**config.mk**
```make
export PLATFORM = sky130hd
export DESIGN_NAME = start_length_xor_frame_receiver
export DESIGN_NICKNAME = d
export VERILOG_FILES = /design/src/rtl/core/slxfr_pkg.sv /design/src/rtl/core/slxfr_ram.sv /design/src/rtl/core/slxfr_ctrl.sv /design/src/rtl/core/slxfr_outq.sv /design/src/rtl/core/start_length_xor_frame_receiver.sv
export SDC_FILE = /design/constraint.sdc
export NUM_CORES = 2
export LEC_CHECK = 0
export BUFFER_PORTS_ARGS = -buffer_cell sky130_fd_sc_hd__buf_4
export CELL_PAD_IN_SITES_DETAIL_PLACEMENT = 0
export CELL_PAD_IN_SITES_GLOBAL_PLACEMENT = 1
export CORE_ASPECT_RATIO = 2
export CORE_UTILIZATION = 30
export CTS_BUF_LIST = sky130_fd_sc_hd__clkbuf_16
export DETAILED_ROUTE_END_ITERATION = 10
export GPL_ROUTABILITY_DRIVEN = 1
export PLACE_DENSITY = 0.51
export SLEW_MARGIN = 20
export SYNTH_ARGS = -nofsm -noshare
export SYNTH_HDL_FRONTEND = slang
export SYNTH_HIERARCHICAL = 1
export SYNTH_SLANG_ARGS = --single-unit
```
**constraint.sdc**
```tcl
create_clock -name aclk -period 3.75 [get_ports aclk]
set_input_delay 0.375 -clock aclk [delete_from_list [all_inputs] [get_ports aclk]]
set_output_delay 0.375 -clock aclk [all_outputs]
set_load 0.1 [all_outputs]
```
**src/rtl/core/slxfr_pkg.sv**
```systemverilog
// ============================================================================
// slxfr_pkg - shared types for the start/length/xor frame receiver
// Result descriptors, payload store request and receive phase encoding.
// ============================================================================
package slxfr_pkg;

    // reset value of the start marker register
    localparam logic [7:0] START_MARKER_RST = 8'hAA;

    // result kinds
    localparam logic RES_EOF  = 1'b0;
    localparam logic RES_READ = 1'b1;

    // input transaction kinds
    localparam logic KIND_RX   = 1'b0;
    localparam logic KIND_READ = 1'b1;

    // receive phase
    typedef enum logic [1:0] {
        PH_HUNT,
        PH_CMD,
        PH_LEN,
        PH_BODY
    } phase_t;

    // result waiting for the payload store read data
    typedef struct packed {
        logic       result_kind;
        logic       frame_good;
        logic [7:0] command_code;
        logic [7:0] payload_length;
        logic       read_hit;
    } pend_t;

    // finished result
    typedef struct packed {
        logic       result_kind;
        logic       frame_good;
        logic [7:0] command_code;
        logic [7:0] payload_length;
        logic [7:0] read_data;
    } res_t;

    // payload store access request
    typedef struct packed {
        logic       wr_en;
        logic [7:0] wr_addr;
        logic [7:0] wr_data;
        logic       rd_en;
        logic [7:0] rd_addr;
    } ram_req_t;

endpackage

```
**src/rtl/core/slxfr_ram.sv**
```systemverilog
// ============================================================================
// slxfr_ram - generic single-clock ram
// One write port and one read port, read data registered on read enable.
// ============================================================================
module slxfr_ram #(
    parameter int WIDTH = 8,
    parameter int DEPTH = 256
) (
    input  logic                                     aclk,
    input  logic                                     wr_en,
    input  logic [((DEPTH > 1) ? $clog2(DEPTH) : 1)-1:0] wr_addr,
    input  logic [WIDTH-1:0]                         wr_data,
    input  logic                                     rd_en,
    input  logic [((DEPTH > 1) ? $clog2(DEPTH) : 1)-1:0] rd_addr,
    output logic [WIDTH-1:0]                         rd_data
);

    logic [WIDTH-1:0] mem_reg [DEPTH];

    always_ff @(posedge aclk) begin
        if (wr_en) begin
            mem_reg[wr_addr] <= wr_data;
        end
        if (rd_en) begin
            rd_data <= mem_reg[rd_addr];
        end
    end

endmodule

```
**src/rtl/core/slxfr_ctrl.sv**
```systemverilog
// ============================================================================
// slxfr_ctrl - frame parser and payload store access
// Tracks the receive phase and running xor, drives the payload store and
// holds one pending result while its store read completes.
// ============================================================================
module slxfr_ctrl #(
    parameter int MAX_PAYLOAD = 256
) (
    input  logic                aclk,
    input  logic                aresetn,
    input  logic                cfg_wr_en,
    input  logic [7:0]          cfg_wr_data,
    input  logic                in_acc,
    input  logic                in_kind,
    input  logic [7:0]          rx_byte,
    input  logic [7:0]          read_index,
    input  logic                p1_move,
    output slxfr_pkg::ram_req_t ram_req,
    output logic                p1_valid,
    output slxfr_pkg::pend_t    p1_pend
);

    slxfr_pkg::phase_t phase_reg, phase_next;
    logic [7:0] marker_reg, marker_next;
    logic [7:0] cmd_reg, cmd_next;
    logic [7:0] len_reg, len_next;
    logic [7:0] xor_reg, xor_next;
    logic [7:0] cnt_reg, cnt_next;
    logic       ready_reg, ready_next;
    logic       p1_valid_reg, p1_valid_next;
    slxfr_pkg::pend_t p1_reg, p1_next;

    always_ff @(posedge aclk) begin
        if (!aresetn) begin
            phase_reg    <= slxfr_pkg::PH_HUNT;
            marker_reg   <= slxfr_pkg::START_MARKER_RST;
            cmd_reg      <= '0;
            len_reg      <= '0;
            xor_reg      <= '0;
            cnt_reg      <= '0;
            ready_reg    <= 1'b0;
            p1_valid_reg <= 1'b0;
        end else begin
            phase_reg    <= phase_next;
            marker_reg   <= marker_next;
            cmd_reg      <= cmd_next;
            len_reg      <= len_next;
            xor_reg      <= xor_next;
            cnt_reg      <= cnt_next;
            ready_reg    <= ready_next;
            p1_valid_reg <= p1_valid_next;
        end
        p1_reg <= p1_next;
    end

    always_comb begin
        phase_next    = phase_reg;
        marker_next   = cfg_wr_en ? cfg_wr_data : marker_reg;
        cmd_next      = cmd_reg;
        len_next      = len_reg;
        xor_next      = xor_reg;
        cnt_next      = cnt_reg;
        ready_next    = ready_reg;
        p1_valid_next = p1_move ? 1'b0 : p1_valid_reg;
        p1_next       = p1_reg;
        ram_req       = '0;
        ram_req.wr_data = rx_byte;
        ram_req.wr_addr = cnt_reg;
        ram_req.rd_addr = read_index;

        if (in_acc) begin
            if (in_kind == slxfr_pkg::KIND_READ) begin
                ram_req.rd_en          = 1'b1;
                p1_valid_next          = 1'b1;
                p1_next                = '0;
                p1_next.result_kind    = slxfr_pkg::RES_READ;
                p1_next.read_hit       = ready_reg && (read_index < len_reg) &&
                                         ({1'b0, read_index} < 9'(MAX_PAYLOAD));
            end else begin
                case (phase_reg)
                    slxfr_pkg::PH_HUNT: begin
                        if (rx_byte == marker_reg) begin
                            xor_next   = rx_byte;
                            ready_next = 1'b0;
                            phase_next = slxfr_pkg::PH_CMD;
                        end
                    end
                    slxfr_pkg::PH_CMD: begin
                        cmd_next   = rx_byte;
                        xor_next   = xor_reg ^ rx_byte;
                        phase_next = slxfr_pkg::PH_LEN;
                    end
                    slxfr_pkg::PH_LEN: begin
                        len_next   = rx_byte;
                        xor_next   = xor_reg ^ rx_byte;
                        cnt_next   = '0;
                        phase_next = slxfr_pkg::PH_BODY;
                    end
                    slxfr_pkg::PH_BODY: begin
                        if (cnt_reg < len_reg) begin
                            // positions beyond the store still enter the xor
                            ram_req.wr_en = ({1'b0, cnt_reg} < 9'(MAX_PAYLOAD));
                            xor_next      = xor_reg ^ rx_byte;
                            cnt_next      = cnt_reg + 8'd1;
                        end else begin
                            // checksum byte
                            ready_next             = (xor_reg == rx_byte);
                            phase_next             = slxfr_pkg::PH_HUNT;
                            p1_valid_next          = 1'b1;
                            p1_next                = '0;
                            p1_next.result_kind    = slxfr_pkg::RES_EOF;
                            p1_next.frame_good     = (xor_reg == rx_byte);
                            p1_next.command_code   = cmd_reg;
                            p1_next.payload_length = len_reg;
                        end
                    end
                    default: begin
                        phase_next = slxfr_pkg::PH_HUNT;
                    end
                endcase
            end
        end
    end

    assign p1_valid = p1_valid_reg;
    assign p1_pend  = p1_reg;

`ifndef ASSERT_OFF
    // payload writes only happen while no good frame is held
    a_wr_not_ready: assert property (@(posedge aclk) disable iff (!aresetn)
        ram_req.wr_en |-> !ready_reg)
        else $error("payload write while a good frame is held");

    // a new transaction never lands on a pending result that cannot leave
    a_no_overwrite: assert property (@(posedge aclk) disable iff (!aresetn)
        (in_acc && p1_valid_reg) |-> p1_move)
        else $error("pending result overwritten");
`endif

endmodule

```
**src/rtl/core/slxfr_outq.sv**
```systemverilog
// ============================================================================
// slxfr_outq - result register with skid stage
// Joins the pending result with the store read data and buffers two results.
// ============================================================================
module slxfr_outq (
    input  logic             aclk,
    input  logic             aresetn,
    input  logic             p1_valid,
    input  slxfr_pkg::pend_t p1_pend,
    input  logic [7:0]       rd_data,
    input  logic             m_ready,
    output logic             p1_move,
    output logic             out_valid,
    output slxfr_pkg::res_t  out_res,
    output logic             skid_full
);

    logic            out_valid_reg, out_valid_next;
    logic            skid_valid_reg, skid_valid_next;
    slxfr_pkg::res_t out_reg, out_next;
    slxfr_pkg::res_t skid_reg, skid_next;
    slxfr_pkg::res_t p1_res;
    logic            pop;

    always_comb begin
        p1_res.result_kind    = p1_pend.result_kind;
        p1_res.frame_good     = p1_pend.frame_good;
        p1_res.command_code   = p1_pend.command_code;
        p1_res.payload_length = p1_pend.payload_length;
        p1_res.read_data      = p1_pend.read_hit ? rd_data : 8'd0;
    end

    assign pop = out_valid_reg && m_ready;

    always_comb begin
        out_valid_next  = out_valid_reg;
        skid_valid_next = skid_valid_reg;
        out_next        = out_reg;
        skid_next       = skid_reg;
        if (pop) begin
            out_valid_next  = skid_valid_reg;
            out_next        = skid_reg;
            skid_valid_next = 1'b0;
        end
        p1_move = p1_valid && !skid_valid_next;
        if (p1_move) begin
            if (!out_valid_next) begin
                out_valid_next = 1'b1;
                out_next       = p1_res;
            end else begin
                skid_valid_next = 1'b1;
                skid_next       = p1_res;
            end
        end
    end

    always_ff @(posedge aclk) begin
        if (!aresetn) begin
            out_valid_reg  <= 1'b0;
            skid_valid_reg <= 1'b0;
        end else begin
            out_valid_reg  <= out_valid_next;
            skid_valid_reg <= skid_valid_next;
        end
        out_reg  <= out_next;
        skid_reg <= skid_next;
    end

    assign out_valid = out_valid_reg;
    assign out_res   = out_reg;
    assign skid_full = skid_valid_reg;

`ifndef ASSERT_OFF
    // the skid stage only fills behind a held output
    a_skid_order: assert property (@(posedge aclk) disable iff (!aresetn)
        skid_valid_reg |-> out_valid_reg)
        else $error("skid holds a result ahead of the output register");

    // a pending result stays back only when both slots are full and stalled
    a_hold_full: assert property (@(posedge aclk) disable iff (!aresetn)
        (p1_valid && !p1_move) |-> (skid_valid_reg && out_valid_reg && !m_ready))
        else $error("pending result held with room in the queue");
`endif

endmodule

```
**src/rtl/core/start_length_xor_frame_receiver.sv**
```systemverilog
// ============================================================================
// start_length_xor_frame_receiver - start/length/xor framed byte receiver
// Hunts for the start marker, takes command, length, payload and checksum,
// reports each frame and serves reads of the stored payload.
// ============================================================================
//
// channel  dir  handshake          tdata                               tuser
// s_       in   s_tvalid/s_tready  rx_byte, read_index                 kind
// m_       out  m_tvalid/m_tready  good, command, length, read data    result_kind
// cfg_     in   cfg_wr_en          start marker                        -
//
// one transaction accepted per cycle while s_tready is high; a result passes the pending
// register, joined with the registered read of the payload store, then the output register
// s_tready drops only when both the output register and the skid stage hold
// results, so bytes keep flowing while a single result waits
// synchronous active-low reset; the payload store is not cleared, entries are
// only read back once a good frame has written them
// a stored byte is read only after its write, since the
// checksum byte sits between the last payload write and any read hit
//
module start_length_xor_frame_receiver #(
    parameter int MAX_PAYLOAD = 256
) (
    input  logic        aclk,
    input  logic        aresetn,

    // start marker register
    input  logic        cfg_wr_en,
    input  logic [7:0]  cfg_wr_data,

    // input transactions
    input  logic        s_tvalid,
    output logic        s_tready,
    input  logic [15:0] s_tdata,   // [7:0] rx_byte, [15:8] read_index
    input  logic        s_tuser,   // [0] kind

    // result transactions
    output logic        m_tvalid,
    input  logic        m_tready,
    output logic [31:0] m_tdata,   // [0] frame_good, [8:1] command_code,
                                   // [16:9] payload_length, [24:17] read_data, zero pad
    output logic        m_tuser    // [0] result_kind
);

    // payload store address width
    localparam int AW = (MAX_PAYLOAD > 1) ? $clog2(MAX_PAYLOAD) : 1;

    logic                in_acc;
    slxfr_pkg::ram_req_t ram_req;
    logic [7:0]          ram_rd_data;
    logic                p1_valid;
    slxfr_pkg::pend_t    p1_pend;
    logic                p1_move;
    logic                skid_full;
    slxfr_pkg::res_t     out_res;

    // accept whenever the skid stage is free
    assign s_tready = !skid_full;
    assign in_acc   = s_tvalid && s_tready;

    // frame parsing, running xor and store addressing
    slxfr_ctrl #(
        .MAX_PAYLOAD (MAX_PAYLOAD)
    ) u_ctrl (
        .aclk        (aclk),
        .aresetn     (aresetn),
        .cfg_wr_en   (cfg_wr_en),
        .cfg_wr_data (cfg_wr_data),
        .in_acc      (in_acc),
        .in_kind     (s_tuser),
        .rx_byte     (s_tdata[7:0]),
        .read_index  (s_tdata[15:8]),
        .p1_move     (p1_move),
        .ram_req     (ram_req),
        .p1_valid    (p1_valid),
        .p1_pend     (p1_pend)
    );

    // payload store
    slxfr_ram #(
        .WIDTH (8),
        .DEPTH (MAX_PAYLOAD)
    ) u_store (
        .aclk    (aclk),
        .wr_en   (ram_req.wr_en),
        .wr_addr (ram_req.wr_addr[AW-1:0]),
        .wr_data (ram_req.wr_data),
        .rd_en   (ram_req.rd_en),
        .rd_addr (ram_req.rd_addr[AW-1:0]),
        .rd_data (ram_rd_data)
    );

    // output register and skid stage
    slxfr_outq u_outq (
        .aclk      (aclk),
        .aresetn   (aresetn),
        .p1_valid  (p1_valid),
        .p1_pend   (p1_pend),
        .rd_data   (ram_rd_data),
        .m_ready   (m_tready),
        .p1_move   (p1_move),
        .out_valid (m_tvalid),
        .out_res   (out_res),
        .skid_full (skid_full)
    );

    // pack the result fields, lowest bit first
    assign m_tdata = {7'd0, out_res.read_data, out_res.payload_length,
                      out_res.command_code, out_res.frame_good};
    assign m_tuser = out_res.result_kind;

endmodule
```
==> out/metrics.csv <==
metric,value,unit
core_area,282000,um^2
netlist_instances,4234,
cts_resized,0,
ant_nets,0,
dieArea,286000,um^2
antenna_found_initial,2,
finalCritPeriodShare,0.957,
fmax,279,MHz
grt_pass1_vias,46252,
drtPass1Iterations,5,
final_cells,8698,
wirelength,258000,um
grt_usage,0.180,
path_class,primary input to flip-flop,
post-route-util,0.353,
cts-root-buf,clkbuf_16,
clk_pin_slew,70,ps
pin_count,65,
skew,38.5,ps
gp_congestion,0.811,
wire_per_inst,29.7,um
largest_register_ffs,2048,
grt_max_degree,191,
final_layout_size_suffix_gt1_frac,0.291,
dieHeight,755,um
cts_inserted_buffers,193,
min_period,3590,ps
synth-main-ff-cell,edfxtp_1,
setup_violations,0,
status,finished clean,
seq_area,64500,um^2
hold_path.class,primary input to flip-flop,
synth-edff-count,2101,
slowest_stage,nor3_1,
ir_worst_vdd,0.374,mV
drt_iter0_markers,3162,
cp_top_family,buffers and inverters,
worstPathRequired,4320,ps
postCtsSetupRepairBufs,0,
final_cell_area,99800,um^2
crit_top_cell,buf_12,
worstSetupEndpointType,flip-flop,
holdBufCountCts,29,
grt_pass1_wl,361000,um
ys_ff_latch,2173,
worstPathMaxFanout,21,
arrival,4150,ps
slew_headroom,0.185,
yosys_warnings,6,
worstMarginPinSlew,1220,ps
drv_cap,0,
port_buffers,57,
overflow,0,
placed_cells_incl_taps,8318,
fillCellCount,26639,
vias,43053,
start_kind,primary input,
yosysSeqAreaShare,0.758,
hold_viol,0,
drcViolationCount,0,
cts_tree,yes,
async_flop_share,0,
cts_max_level,4,
cts_buffer_depth,4,
viasPerCell,4.95,
dieWidth,379,um
reg2reg_slack,220,ps
final-max-slew-violation-count,0,
worst-path-buf-inv,6,
syn_area,85100,um^2
crit_chain,buf_8 > buf_12 > buf_12 > buf_12 > mux4_2 > a221oi_1 > buf_4 > o32ai_1 > nor3_1 > buf_4 > nor4_1,
multi_input_area,18900,um^2
max_stage_delay,840,ps
power_density,500,nW/um^2
nets,4839,
fp-row-count,276,
clock_latency,860,ps
dpl-instance-area,93400,um^2
hpwl,175000,um
areaGrowthSynthToFinish,17.2,%
syn_avg_cell_area,20.1,um^2
initial_core_util,0.301,
clock-sinks,2173,
leakagePower,0.0317,uW
synth_cell_types,79,
rsz0062_at_grt,false,
## layout make-up
class,count,share of cell area
Clock inverter,148,0.0121
Sequential cell,2173,0.647
Multi-Input combinational cell,1761,0.189
Tap cell,3753,0.0471
Antenna cell,7,0.000176
Inverter,24,0.000903
Timing Repair Buffer,636,0.0545
Clock buffer,196,0.0492
## cells by family after synthesis
family	share of synthesized area
AO/OA/AOI/OAI	0.0376
XOR/XNOR	0.00175
adder cells (fa/ha/maj)	0.00294
buffers and inverters	0.0217
flip-flops	0.758
multiplexers	0.145
other	0.0000441
AND/OR/NAND/NOR	0.0334
## where the power goes
part | switching [uW] | internal (uW)
Clock | 9020 | 10800
Sequential | 62.0 | 26700
Combinational | 2220 | 1110
Total | 11300 | 38500
## worst reg2reg max path, cell delays in order (launching register included)
cell,delay (ps)
edfxtp_1,360
mux4_2,480
a22o_1,250
a221oi_1,720
buf_4,230
o32ai_1,70
nor3_1,840
buf_4,250
nor4_1,60
## cells in the mapped netlist, types with 13 or more instances
cell      number  share of area
mux2i_1      143          0.017
ha_1          20         0.0029
buf_2         31         0.0018
o221ai_1      46         0.0047
a22oi_1      133          0.012
a221oi_1      13         0.0013
buf_1         23         0.0010
nand3_1       64         0.0038
nor2_1       311          0.014
buf_6         25         0.0033
o21ai_1       16        0.00094
o22ai_1       28         0.0021
dfxtp_1       72          0.017
buf_8         13         0.0023
nand2_1       61         0.0027
buf_4         51         0.0045
mux4_2       454           0.12
clkbuf_1     130         0.0057
nor3_1        23         0.0014
inv_1         23         0.0010
o21ai_0       14        0.00082
nor2b_1       45         0.0033
and2_1        15         0.0011
a211oi_1      18         0.0016
mux2_2        53         0.0070
a21oi_1      123         0.0072
nor4_1        26         0.0019
edfxtp_1    2101           0.74
## final timing paths
path                                               from                      end  depth (start not counted)
worst min register to register       u_ctrl/p1_pend[14]      u_outq/skid_reg[21]                          0
worst max-delay path                         s_tdata[8]       u_store/rd_data[3]                         11
worst min-delay path                         s_tdata[2]  u_store/mem_reg[177][2]                          1
worst max register to register  u_store/mem_reg[211][3]       u_store/rd_data[3]                          8
## per-layer routing
layer / routed length [um] / share of wire / track usage
met5: 0 / 0 / 0
met4: 12000 / 0.047 / 0.0776
met3: 7100 / 0.028 / 0.0160
met2: 152000 / 0.59 / 0.365
met1: 86800 / 0.34 / 0.181
## cell usage in the layout (no fill, tap or decap), types with 18 or more instances in the layout
master,n
edfxtp_1,2101
buf_4,555
mux4_2,454
nor2_1,308
clkbuf_16,196
mux2i_1,143
a22oi_1,133
a21oi_1,123
dfxtp_1,72
nand2_1,61
nand3_1,58
mux2_2,53
inv_1,52
o221ai_1,46
nor2b_1,41
buf_12,41
clkinv_2,39
clkinv_1,36
dlygate4sd3_1,29
o22ai_1,28
nor3_1,23
nor4_1,22
ha_1,20
bufinv_16,18
a211oi_1,18
## stage by stage
step	power, uW	setup slack (ps)	hold slack [ps]	setup TNS (ps)
global placement	30600	-1390	426	-3220
finish	49800	161	18.2	0
floorplan	29300	506	422	0
global route	51300	218	23.2	0
detailed placement	30700	-772	434	-1120
CTS	50500	129	11.6	0
No activity file was read; power rests on OpenSTA's default activity.
